==> src/rtl/ecid_pkg.sv <==
// Package for the cut-based electron identification block.
// Holds candidate and result types, region limits and the working point cut table.
// No dependencies.
package ecid_pkg;

	// Field widths of one candidate
	localparam int unsigned ETA_W  = 15;
	localparam int unsigned DPHI_W = 15;
	localparam int unsigned VAR_W  = 16;
	localparam int unsigned HITS_W = 4;

	// Stream widths (tdata padded to whole bytes)
	localparam int unsigned IN_BITS     = ETA_W + DPHI_W + 6 * VAR_W + 1 + HITS_W;
	localparam int unsigned IN_TDATA_W  = ((IN_BITS + 7) / 8) * 8;
	localparam int unsigned OUT_BITS    = 7;
	localparam int unsigned OUT_TDATA_W = ((OUT_BITS + 7) / 8) * 8;

	// Eta region limits, LSB 1/4096
	localparam logic [ETA_W-1:0] ETA_BARREL   = 15'd6058;  // 1.479
	localparam logic [ETA_W-1:0] ETA_ENDCAP   = 15'd10240; // 2.5
	localparam logic [ETA_W-1:0] ETA_CRACK_LO = 15'd5915;  // 1.4442
	localparam logic [ETA_W-1:0] ETA_CRACK_HI = 15'd6414;  // 1.566

	// Working point codes
	localparam logic [1:0] WP_VETO   = 2'd0;
	localparam logic [1:0] WP_LOOSE  = 2'd1;
	localparam logic [1:0] WP_MEDIUM = 2'd2;
	localparam logic [1:0] WP_TIGHT  = 2'd3;

	// One candidate as it arrives
	typedef struct packed {
		logic [HITS_W-1:0]        lost_inner_hits;
		logic                     conversion_ok;
		logic signed [VAR_W-1:0]  inv_e_minus_inv_p;
		logic signed [VAR_W-1:0]  impact_dz;
		logic signed [VAR_W-1:0]  impact_d0;
		logic [VAR_W-1:0]         h_over_e;
		logic [VAR_W-1:0]         sigma_ieta_ieta;
		logic signed [DPHI_W-1:0] delta_phi_in;
		logic signed [VAR_W-1:0]  delta_eta_in;
		logic signed [ETA_W-1:0]  sc_eta;
	} cand_t;

	// One result, last field in the lowest bit
	typedef struct packed {
		logic pass_tight;
		logic pass_medium;
		logic pass_loose;
		logic pass_veto;
		logic in_crack;
		logic in_endcap;
		logic in_barrel;
	} result_t;

	// One cut set; thresholds are exclusive upper bounds on magnitudes, max_hits is inclusive
	typedef struct packed {
		logic [VAR_W-1:0]  deta;
		logic [DPHI_W-1:0] dphi;
		logic [VAR_W-1:0]  sihih;
		logic              hoe_en;
		logic [VAR_W-1:0]  hoe;
		logic [VAR_W-1:0]  d0;
		logic [VAR_W-1:0]  dz;
		logic              ooe_en;
		logic [VAR_W-1:0]  ooe;
		logic              hits_en;   // also enables the conversion cut
		logic [HITS_W-1:0] max_hits;
	} cut_t;

	// Indexed by {working point, endcap}
	localparam cut_t CUT_TABLE [8] = '{
		'{16'd459, 15'd3277,  16'd655, 1'b1, 16'd614, 16'd164, 16'd205, 1'b0, 16'd0,
			1'b0, 4'd0},
		'{16'd655, 15'd2867, 16'd1966, 1'b0,   16'd0, 16'd164, 16'd410, 1'b0, 16'd0,
			1'b0, 4'd0},
		'{16'd459,  15'd614,  16'd655, 1'b1, 16'd492,  16'd82, 16'd205, 1'b1, 16'd3277,
			1'b1, 4'd1},
		'{16'd590,  15'd410, 16'd1966, 1'b1, 16'd410,  16'd82, 16'd205, 1'b1, 16'd3277,
			1'b1, 4'd1},
		'{16'd262,  15'd246,  16'd655, 1'b1, 16'd492,  16'd82, 16'd102, 1'b1, 16'd3277,
			1'b1, 4'd1},
		'{16'd459,  15'd123, 16'd1966, 1'b1, 16'd410,  16'd82, 16'd102, 1'b1, 16'd3277,
			1'b1, 4'd1},
		'{16'd262,  15'd123,  16'd655, 1'b1, 16'd492,  16'd82, 16'd102, 1'b1, 16'd3277,
			1'b1, 4'd0},
		'{16'd328,   15'd82, 16'd1966, 1'b1, 16'd410,  16'd82, 16'd102, 1'b1, 16'd3277,
			1'b1, 4'd0}
	};

	// Magnitude of a 16-bit two's complement value; -32768 maps to 32768
	function automatic logic [VAR_W-1:0] mag16(input logic [VAR_W-1:0] v);
		return v[VAR_W-1] ? (~v + 1'b1) : v;
	endfunction

	// Magnitude of a 15-bit two's complement value
	function automatic logic [ETA_W-1:0] mag15(input logic [ETA_W-1:0] v);
		return v[ETA_W-1] ? (~v + 1'b1) : v;
	endfunction

endpackage

==> src/rtl/electron_cut_based_id.sv <==
// Cut-based electron identification, top level with stream ports.
// Depends on ecid_pkg and ecid_cuts.
//
// Use: each request on the s_ channel carries one electron candidate's shower
// and track variables in fixed point. Each request on the m_ channel carries
// the region flags (barrel, endcap, crack) and the veto/loose/medium/tight
// pass bits for that candidate, in arrival order, one result per candidate.
// The candidate is registered on accept, the cuts are evaluated from the
// input register in pure logic and the result is registered in the result
// register, which drives m_tvalid. Throughput: one candidate per cycle while
// m_tready stays high, set by the two register stages each holding one request.
// Stall: when m_tready is low the result holds, the input stage still takes
// one more candidate if it is empty, then s_tready drops until the output drains.
// Reset: arst_n clears both stage valid bits; the data registers are not reset.
module electron_cut_based_id (
	input  logic                               clk,
	input  logic                               arst_n,
	input  logic                               s_tvalid,
	output logic                               s_tready,
	// sc_eta, delta_eta_in, delta_phi_in, sigma_ieta_ieta, h_over_e, impact_d0,
	// impact_dz, inv_e_minus_inv_p, conversion_ok, lost_inner_hits, zero pad
	input  logic [ecid_pkg::IN_TDATA_W-1:0]    s_tdata,
	output logic                               m_tvalid,
	input  logic                               m_tready,
	// in_barrel, in_endcap, in_crack, pass_veto, pass_loose, pass_medium,
	// pass_tight, zero pad
	output logic [ecid_pkg::OUT_TDATA_W-1:0]   m_tdata
);
	import ecid_pkg::*;

	logic    valid_s1;
	cand_t   cand_s1;
	logic    valid_s2;
	result_t res_s2;
	result_t res_comb;
	logic    adv_s1;

	// Stage 1 moves on when the output register is free or draining
	assign adv_s1   = !valid_s2 || m_tready;
	assign s_tready = !valid_s1 || adv_s1;

	// Input register
	always_ff @(posedge clk or negedge arst_n) begin
		if (!arst_n) begin
			valid_s1 <= 1'b0;
		end else if (s_tready) begin
			valid_s1 <= s_tvalid;
		end
	end

	always_ff @(posedge clk) begin
		if (s_tready && s_tvalid) begin
			cand_s1 <= cand_t'(s_tdata[IN_BITS-1:0]);
		end
	end

	ecid_cuts u_cuts (
		.cand (cand_s1),
		.res  (res_comb)
	);

	// Result register
	always_ff @(posedge clk or negedge arst_n) begin
		if (!arst_n) begin
			valid_s2 <= 1'b0;
		end else if (adv_s1) begin
			valid_s2 <= valid_s1;
		end
	end

	always_ff @(posedge clk) begin
		if (adv_s1 && valid_s1) begin
			res_s2 <= res_comb;
		end
	end

	assign m_tvalid = valid_s2;
	assign m_tdata  = {{(OUT_TDATA_W-OUT_BITS){1'b0}}, res_s2};

endmodule

==> src/rtl/ecid_cuts.sv <==
// Region flags and working point decisions for one candidate, pure logic.
// Depends on ecid_pkg (types, region limits, cut table).
module ecid_cuts (
	input  ecid_pkg::cand_t   cand,
	output ecid_pkg::result_t res
);
	import ecid_pkg::*;

	logic [ETA_W-1:0]  aeta;
	logic [VAR_W-1:0]  a_deta;
	logic [DPHI_W-1:0] a_dphi;
	logic [VAR_W-1:0]  a_d0;
	logic [VAR_W-1:0]  a_dz;
	logic [VAR_W-1:0]  a_ooe;
	logic              barrel;
	logic [3:0]        wp_pass;

	// Absolute values of the signed fields
	assign aeta   = mag15(cand.sc_eta);
	assign a_deta = mag16(cand.delta_eta_in);
	assign a_dphi = mag15(cand.delta_phi_in);
	assign a_d0   = mag16(cand.impact_d0);
	assign a_dz   = mag16(cand.impact_dz);
	assign a_ooe  = mag16(cand.inv_e_minus_inv_p);

	assign barrel = aeta < ETA_BARREL;

	// One cut set per working point, barrel or endcap chosen by eta
	always_comb begin
		cut_t c;
		for (int w = 0; w < 4; w++) begin
			c = CUT_TABLE[{w[1:0], ~barrel}];
			wp_pass[w] = (a_deta < c.deta) && (a_dphi < c.dphi)
				&& (cand.sigma_ieta_ieta < c.sihih)
				&& (!c.hoe_en || (cand.h_over_e < c.hoe))
				&& (a_d0 < c.d0) && (a_dz < c.dz)
				&& (!c.ooe_en || (a_ooe < c.ooe))
				&& (!c.hits_en || (cand.conversion_ok
					&& (cand.lost_inner_hits <= c.max_hits)));
		end
	end

	// Region flags and pass bits
	assign res.in_barrel   = barrel;
	assign res.in_endcap   = (aeta > ETA_BARREL) && (aeta < ETA_ENDCAP);
	assign res.in_crack    = (aeta > ETA_CRACK_LO) && (aeta < ETA_CRACK_HI);
	assign res.pass_veto   = wp_pass[WP_VETO];
	assign res.pass_loose  = wp_pass[WP_LOOSE];
	assign res.pass_medium = wp_pass[WP_MEDIUM];
	assign res.pass_tight  = wp_pass[WP_TIGHT];

endmodule

==> config.mk <==
export PLATFORM = sky130hd
export DESIGN_NAME = electron_cut_based_id
export DESIGN_NICKNAME = d
export VERILOG_FILES = /design/src/rtl/ecid_pkg.sv /design/src/rtl/electron_cut_based_id.sv /design/src/rtl/ecid_cuts.sv
export SDC_FILE = /design/constraint.sdc
export NUM_CORES = 1
export LEC_CHECK = 0
export BUFFER_PORTS_ARGS = -buffer_cell sky130_fd_sc_hd__buf_4
export CORE_UTILIZATION = 50
export DETAILED_ROUTE_END_ITERATION = 10
export MAX_ROUTING_LAYER = met4
export PLACE_DENSITY = 0.82
export SLEW_MARGIN = 20
export SYNTH_ARGS = -nofsm -noshare
export SYNTH_HDL_FRONTEND = slang
export SYNTH_SLANG_ARGS = --single-unit
export TNS_END_PERCENT = 30
==> constraint.sdc <==
create_clock -name clk -period 4.75 [get_ports clk]
set_input_delay 0.95 -clock clk [delete_from_list [all_inputs] [get_ports clk]]
set_output_delay 0.95 -clock clk [all_outputs]
set_load 0.1 [all_outputs]
* Word-level counts from Yosys, hierarchy flattened
Memories as Yosys holds them, arrays and structs flattened. Index checks and enable logic that the tools add are counted.
Storage, ports and cells: register bits 140, ROM bits 3776, bits of input ports 140, output and inout port bits 10, logic and storage cells 159, memories kept 4
Memories:
- (no name shown) | depth 8, width 118, rd ports 1, clocked after Yosys merged registers in 0, write ports 0, RTL line ecid_cuts.sv:32 | c = CUT_TABLE[{w[1:0], ~barrel}];
- (no name shown) | depth 8, width 118, rd ports 1, clocked after Yosys merged registers in 0, write ports 0, RTL line ecid_cuts.sv:32
- (no name shown) | depth 8, width 118, rd ports 1, clocked after Yosys merged registers in 0, write ports 0, RTL line ecid_cuts.sv:32
- (no name shown) | depth 8, width 118, rd ports 1, clocked after Yosys merged registers in 0, write ports 0, RTL line ecid_cuts.sv:32
Cells by class: $add $sub $neg 6, order comparisons 41, muxes and demuxes 14, bitwise operators 11, reductions and logical operators 64
Operators by type and width (number):
- 118-bit two-way mux | 8
- 16-bit < comparator | 24
- 16-bit by 1-bit adder with 16-bit output, second input constant | 4
- 16-bit two-way mux | 4
- 16-bit inverter | 4
- 15-bit < comparator | 4
- 1-bit logical AND | 36
- 15-bit by 1-bit adder with 15-bit output, second input constant | 2
- 15-bit by 13-bit greater-than comparator with 1-bit output, second input constant | 2
- 15-bit by 13-bit < comparator with 1-bit output, second input constant | 2
- 15-bit two-way mux | 2
- 15-bit inverter | 2
- 4-bit >= comparator, second input constant | 4
- 4-bit <= comparator | 4
- 15-bit by 14-bit < comparator with 1-bit output, second input constant | 1
- 1-bit zero test | 14
- 1-bit logical OR | 14
- 3-bit inverter with 4-bit output | 2
- 1-bit inverter with 4-bit output | 1
- 2-bit inverter with 4-bit output | 1
- 1-bit inverter | 1

* Logic depth before layout (Yosys ltp)
word-level depth 17, depth in mapped cells 22, gate-level depth less buffers 19

* Modules after synthesis
Synthesis repeated with hierarchy kept, for this count alone.
Second synthesis, totals: cells, all modules 687, area total of the unflattened synthesis 7792.5 µm²
Modules (own cells, without submodules):
- electron_cut_based_id | times used 1, cells an instance 148, area an instance 4259.1 µm², seq. area each 4194.0 µm²
- ecid_cuts | times used 1, cells an instance 539, area an instance 3533.4 µm², seq. area each 0.0 µm²

* Worst setup path before layout
OpenSTA, ideal clock, no wires.
kind reg2reg, from register valid_s2 (netlist: m_tvalid), to register cand_s1[0] (netlist name) (enable), setup time 0.504 ns, arrival time 4.841 ns, data required time 4.246 ns, path slack -0.594 ns, cell stages (with the launch flop) 3, path buffers 0, period minus slack after synthesis 5.344 ns, cells stage by stage dfrtp_1 nand3b_1 and2_1
Between the ends: word-level cells in the longest chain between the ends 4
Ends and longest elaborated chain:
- start: declaration | RTL line electron_cut_based_id.sv:33 | logic valid_s2;
- start signal: assignment | RTL line electron_cut_based_id.sv:67 | valid_s2 <= valid_s1;
- 1-bit zero test | RTL line electron_cut_based_id.sv:39 | assign adv_s1 = !valid_s2 || m_tready;
- 1-bit logical OR | RTL line electron_cut_based_id.sv:39
- 1-bit logical OR | RTL line electron_cut_based_id.sv:40 | assign s_tready = !valid_s1 || adv_s1;
- named net s_tready | RTL line electron_cut_based_id.sv:19 | output logic s_tready,
- 1-bit logical AND | RTL line electron_cut_based_id.sv:52 | if (s_tready && s_tvalid) begin
- end signal: assignment | RTL line electron_cut_based_id.sv:53 | cand_s1 <= cand_t'(s_tdata[IN_BITS-1:0]);
- end: declaration | RTL line electron_cut_based_id.sv:32 | cand_t cand_s1;
The timed path passes the listed nets, and every way through them passes these cells. A chain may end at the register's enable or synchronous reset.

==> results_dict.tcl <==
set metrics [dict create \
    status "finished, violations left" \
    violations "design-rule violations, negative setup slack" \
    placed_area_mm2 0.00924 \
    slew_violations 0 \
    track_usage_pct 26.0 \
    post-place-ws_ns -0.259 \
    grt_pass1_wl_um 30700 \
    cts_sinks 139 \
    setup_viol 1 \
    critPathMaxFanout 11 \
    wl_met1_um 7940 \
    drt-wirelength-per-cell_um 18.2 \
    diodes 0 \
    ys_seq_area_share_pct 54.7 \
    rsz0062_at_grt "true" \
    grt_max_degree 70 \
    die_w_um 125 \
    clk_latency_ns 0.43 \
    stdcell_area_mm2 0.0101 \
    antenna_found_initial 0 \
    postLayoutCoreUtil_pct 68.9 \
    vias_per_cell 5.97 \
    rows 44 \
    synth.distinct_cells 77 \
    drt-pass1-iter-count 10 \
    endpoint_kind "flop" \
    area_growth_syn_to_layout_pct 33.1 \
    dr_wl_met3_um 1070 \
    cts_root_buffer "clkbuf_16" \
    powerDensity_mw_per_mm2 341 \
    synthFlopType "edfxtp_1" \
    critPathLaunchType "flop" \
    cp.arrival_ns 5.05 \
    pin_count 150 \
    cts_buffers 17 \
    highest_layer "met4" \
    post-dp-hpwl_um 14000 \
    synth.avg_cell_area_um2 11.5 \
    dr_total_vias 6347 \
    drcViolationCount 5 \
    maxCapViolations 0 \
    grt_pass1_vias 6325 \
    cts_tree "yes" \
    core_area_mm2 0.0147 \
    slew_headroom_pct 42.6 \
    grt_overflow_total 0 \
    met2_length_um 9970 \
    layout_commonest_cell "buf_4" \
    min_period_ns 4.75 \
    gp_congestion 0.874 \
    port_buffers 142 \
    fp.dieH_um 125 \
    hold_class "in2async" \
    path_cells "buf_4, buf_6, buf_4, nor2_1, nand3_1, a2111oi_1, buf_4, o211ai_1, o21a_4, buf_4, nor2_4, buf_8, inv_1, ha_1, a21o_1, a21o_1, a21oi_2, nor2_1, o221ai_1, o311ai_1, o22ai_1, nand4_1, a311oi_2, buf_4" \
    crit_slowest_cell "a2111oi_1" \
    max_clock_freq_ghz 0.210 \
    yosys_warnings 0 \
    syn_inst 659 \
    htreeDepth 4 \
    rr_worst_depth 24 \
    drt-total-wl_um 19400 \
    worst_pin_slew_ns 0.861 \
    cts_buffer_depth 2 \
    ant_nets 0 \
    synth-edff-count 137 \
    syn-num-nets 829 \
    skew_ns 0.0166 \
    p_leak_uw 0.00383 \
    critical_path_required_ns 5.04 \
    final_nets 1036 \
    path_common_cell "buf_4" \
    path_class "reg2reg" \
    fin_ws_ns -0.00388 \
    clkTransAtPathRegs_ns 0.06 \
    finalHoldViolations 0 \
    start_util_pct 51.8 \
    syn_area_mm2 0.00761 \
    synthArstFlopShare_pct 1.44 \
    fin_crit_sh_pct 100 \
    drtIter0Drc 532 \
    synth_seq_cells 139 \
    most-common-layout-cells "buf_4 (199), edfxtp_1 (137), nand2_1 (43), nor2_1 (37)" \
    slowest_delay_ns 0.47 \
    drive_above_1_share_pct 32.0 \
    vdd_drop_max_mv 0.381 \
    dieArea_mm2 0.0157 \
    ctsHoldBuffers 0 \
]
power breakdown:
| group | total [uW] | leakage, uW | switching, uW | internal, uW |
|---|---|---|---|---|
| combinational | 672 | 0.00222 | 376 | 296 |
| sequential | 1510 | 0.00134 | 65.5 | 1450 |
| clock | 1270 | 0.000271 | 542 | 728 |
| total | 3450 | 0.00383 | 983 | 2470 |
kinds of logic (layout without fill, tap and decap cells):
kind of cell / Yosys count / after routing / synth area share, %
compound gates: 174 / 174 / 16.2
xor+xnor: 41 / 41 / 4.72
fa+ha+maj: 31 / 31 / 5.06
buf+inv: 39 / 259 / 2.10
flops: 139 / 139 / 54.7
mux: 7 / 7 / 0.953
other cells: 1 / 1 / 0.0493
simple gates: 227 / 227 / 16.2
critical path, delay by kind of cell, from the launching register on:
kind / cells / cell delay, ns
flip-flops: 1 / 0.38
buffers and inverters: 8 / 1.15
adder cells (fa/ha/maj): 1 / 0.31
AO/OA/AOI/OAI: 10 / 2.19
AND/OR/NAND/NOR: 5 / 0.60
stage by stage:
| stage | TNS (ns) | power, uW | hold WS, ns | instances |
|---|---|---|---|---|
| after detailed placement | -0.812 | 2150 | 0.485 | 1021 |
| after global routing | -0.388 | 3590 | 0.291 | 1063 |
| after global placement | -0.616 | 2120 | 0.470 | 1021 |
| final | -0.00388 | 3450 | 0.305 | 1063 |
| after CTS | 0 | 3430 | 0.289 | 1058 |
| after floorplan | -0.246 | 1900 | 0.449 | 659 |
what timing repair did:
action / CTS / global route
setup endpoints to repair: 4 / 4
resized for setup: 22 / 21
endpoints found under the hold margin: 0 / 0
pin swaps: 18 / 23
setup buffers: 5 / 5
worst paths after layout:
check,from,end,slack (ns)
min in group clk,valid_s1$_DFFE_PN0N_,m_tvalid$_DFFE_PN0P_,0.50
hold / removal,arst_n,valid_s1$_DFFE_PN0N_,0.30
setup / recovery,cand_s1[1]$_DFFE_PP_,m_tdata[3]$_DFFE_PP_,-0.004
setup reg to reg,cand_s1[1]$_DFFE_PP_,m_tdata[3]$_DFFE_PP_,-0.004
hold reg to reg,valid_s1$_DFFE_PN0N_,m_tvalid$_DFFE_PN0P_,0.50
max in group asynchronous,arst_n,m_tvalid$_DFFE_PN0P_,4.36
layout make-up:
class,instances,area (um2)
multi-input combinational,481,3530
clock buffer,17,425
fill,1025,4570
inverter,23,86.3
clock inverter,15,136
tap,184,230
sequential,139,4160
timing repair buffer,204,1560
metal layers:
| layer | track usage [%] | vias to the layer above |
|---|---|---|
| met4 | 9.11 | 0 |
| met2 | 44.1 | 256 |
| li1 | - | 3014 |
| met1 | 30.2 | 3044 |
| met5 | - | - |
| met3 | 6.25 | 33 |
Yosys cell counts (17+ instances only):
library cell / n / area [um2]
edfxtp_1: 137 / 4110
nor2_1: 38 / 143
ha_1: 30 / 375
a21oi_1: 32 / 160
nor3_1: 31 / 155
nand2_1: 43 / 161
xor2_1: 17 / 149
inv_1: 22 / 82.6
o21ai_0: 31 / 155
xnor2_1: 24 / 210
state kept, by name, summed over array words and instances (netlist names):
signal,cells
valid_s1,1
m_tdata,7
cand_s1,130
m_tvalid,1
No activity file was read; power rests on OpenSTA's default activity.
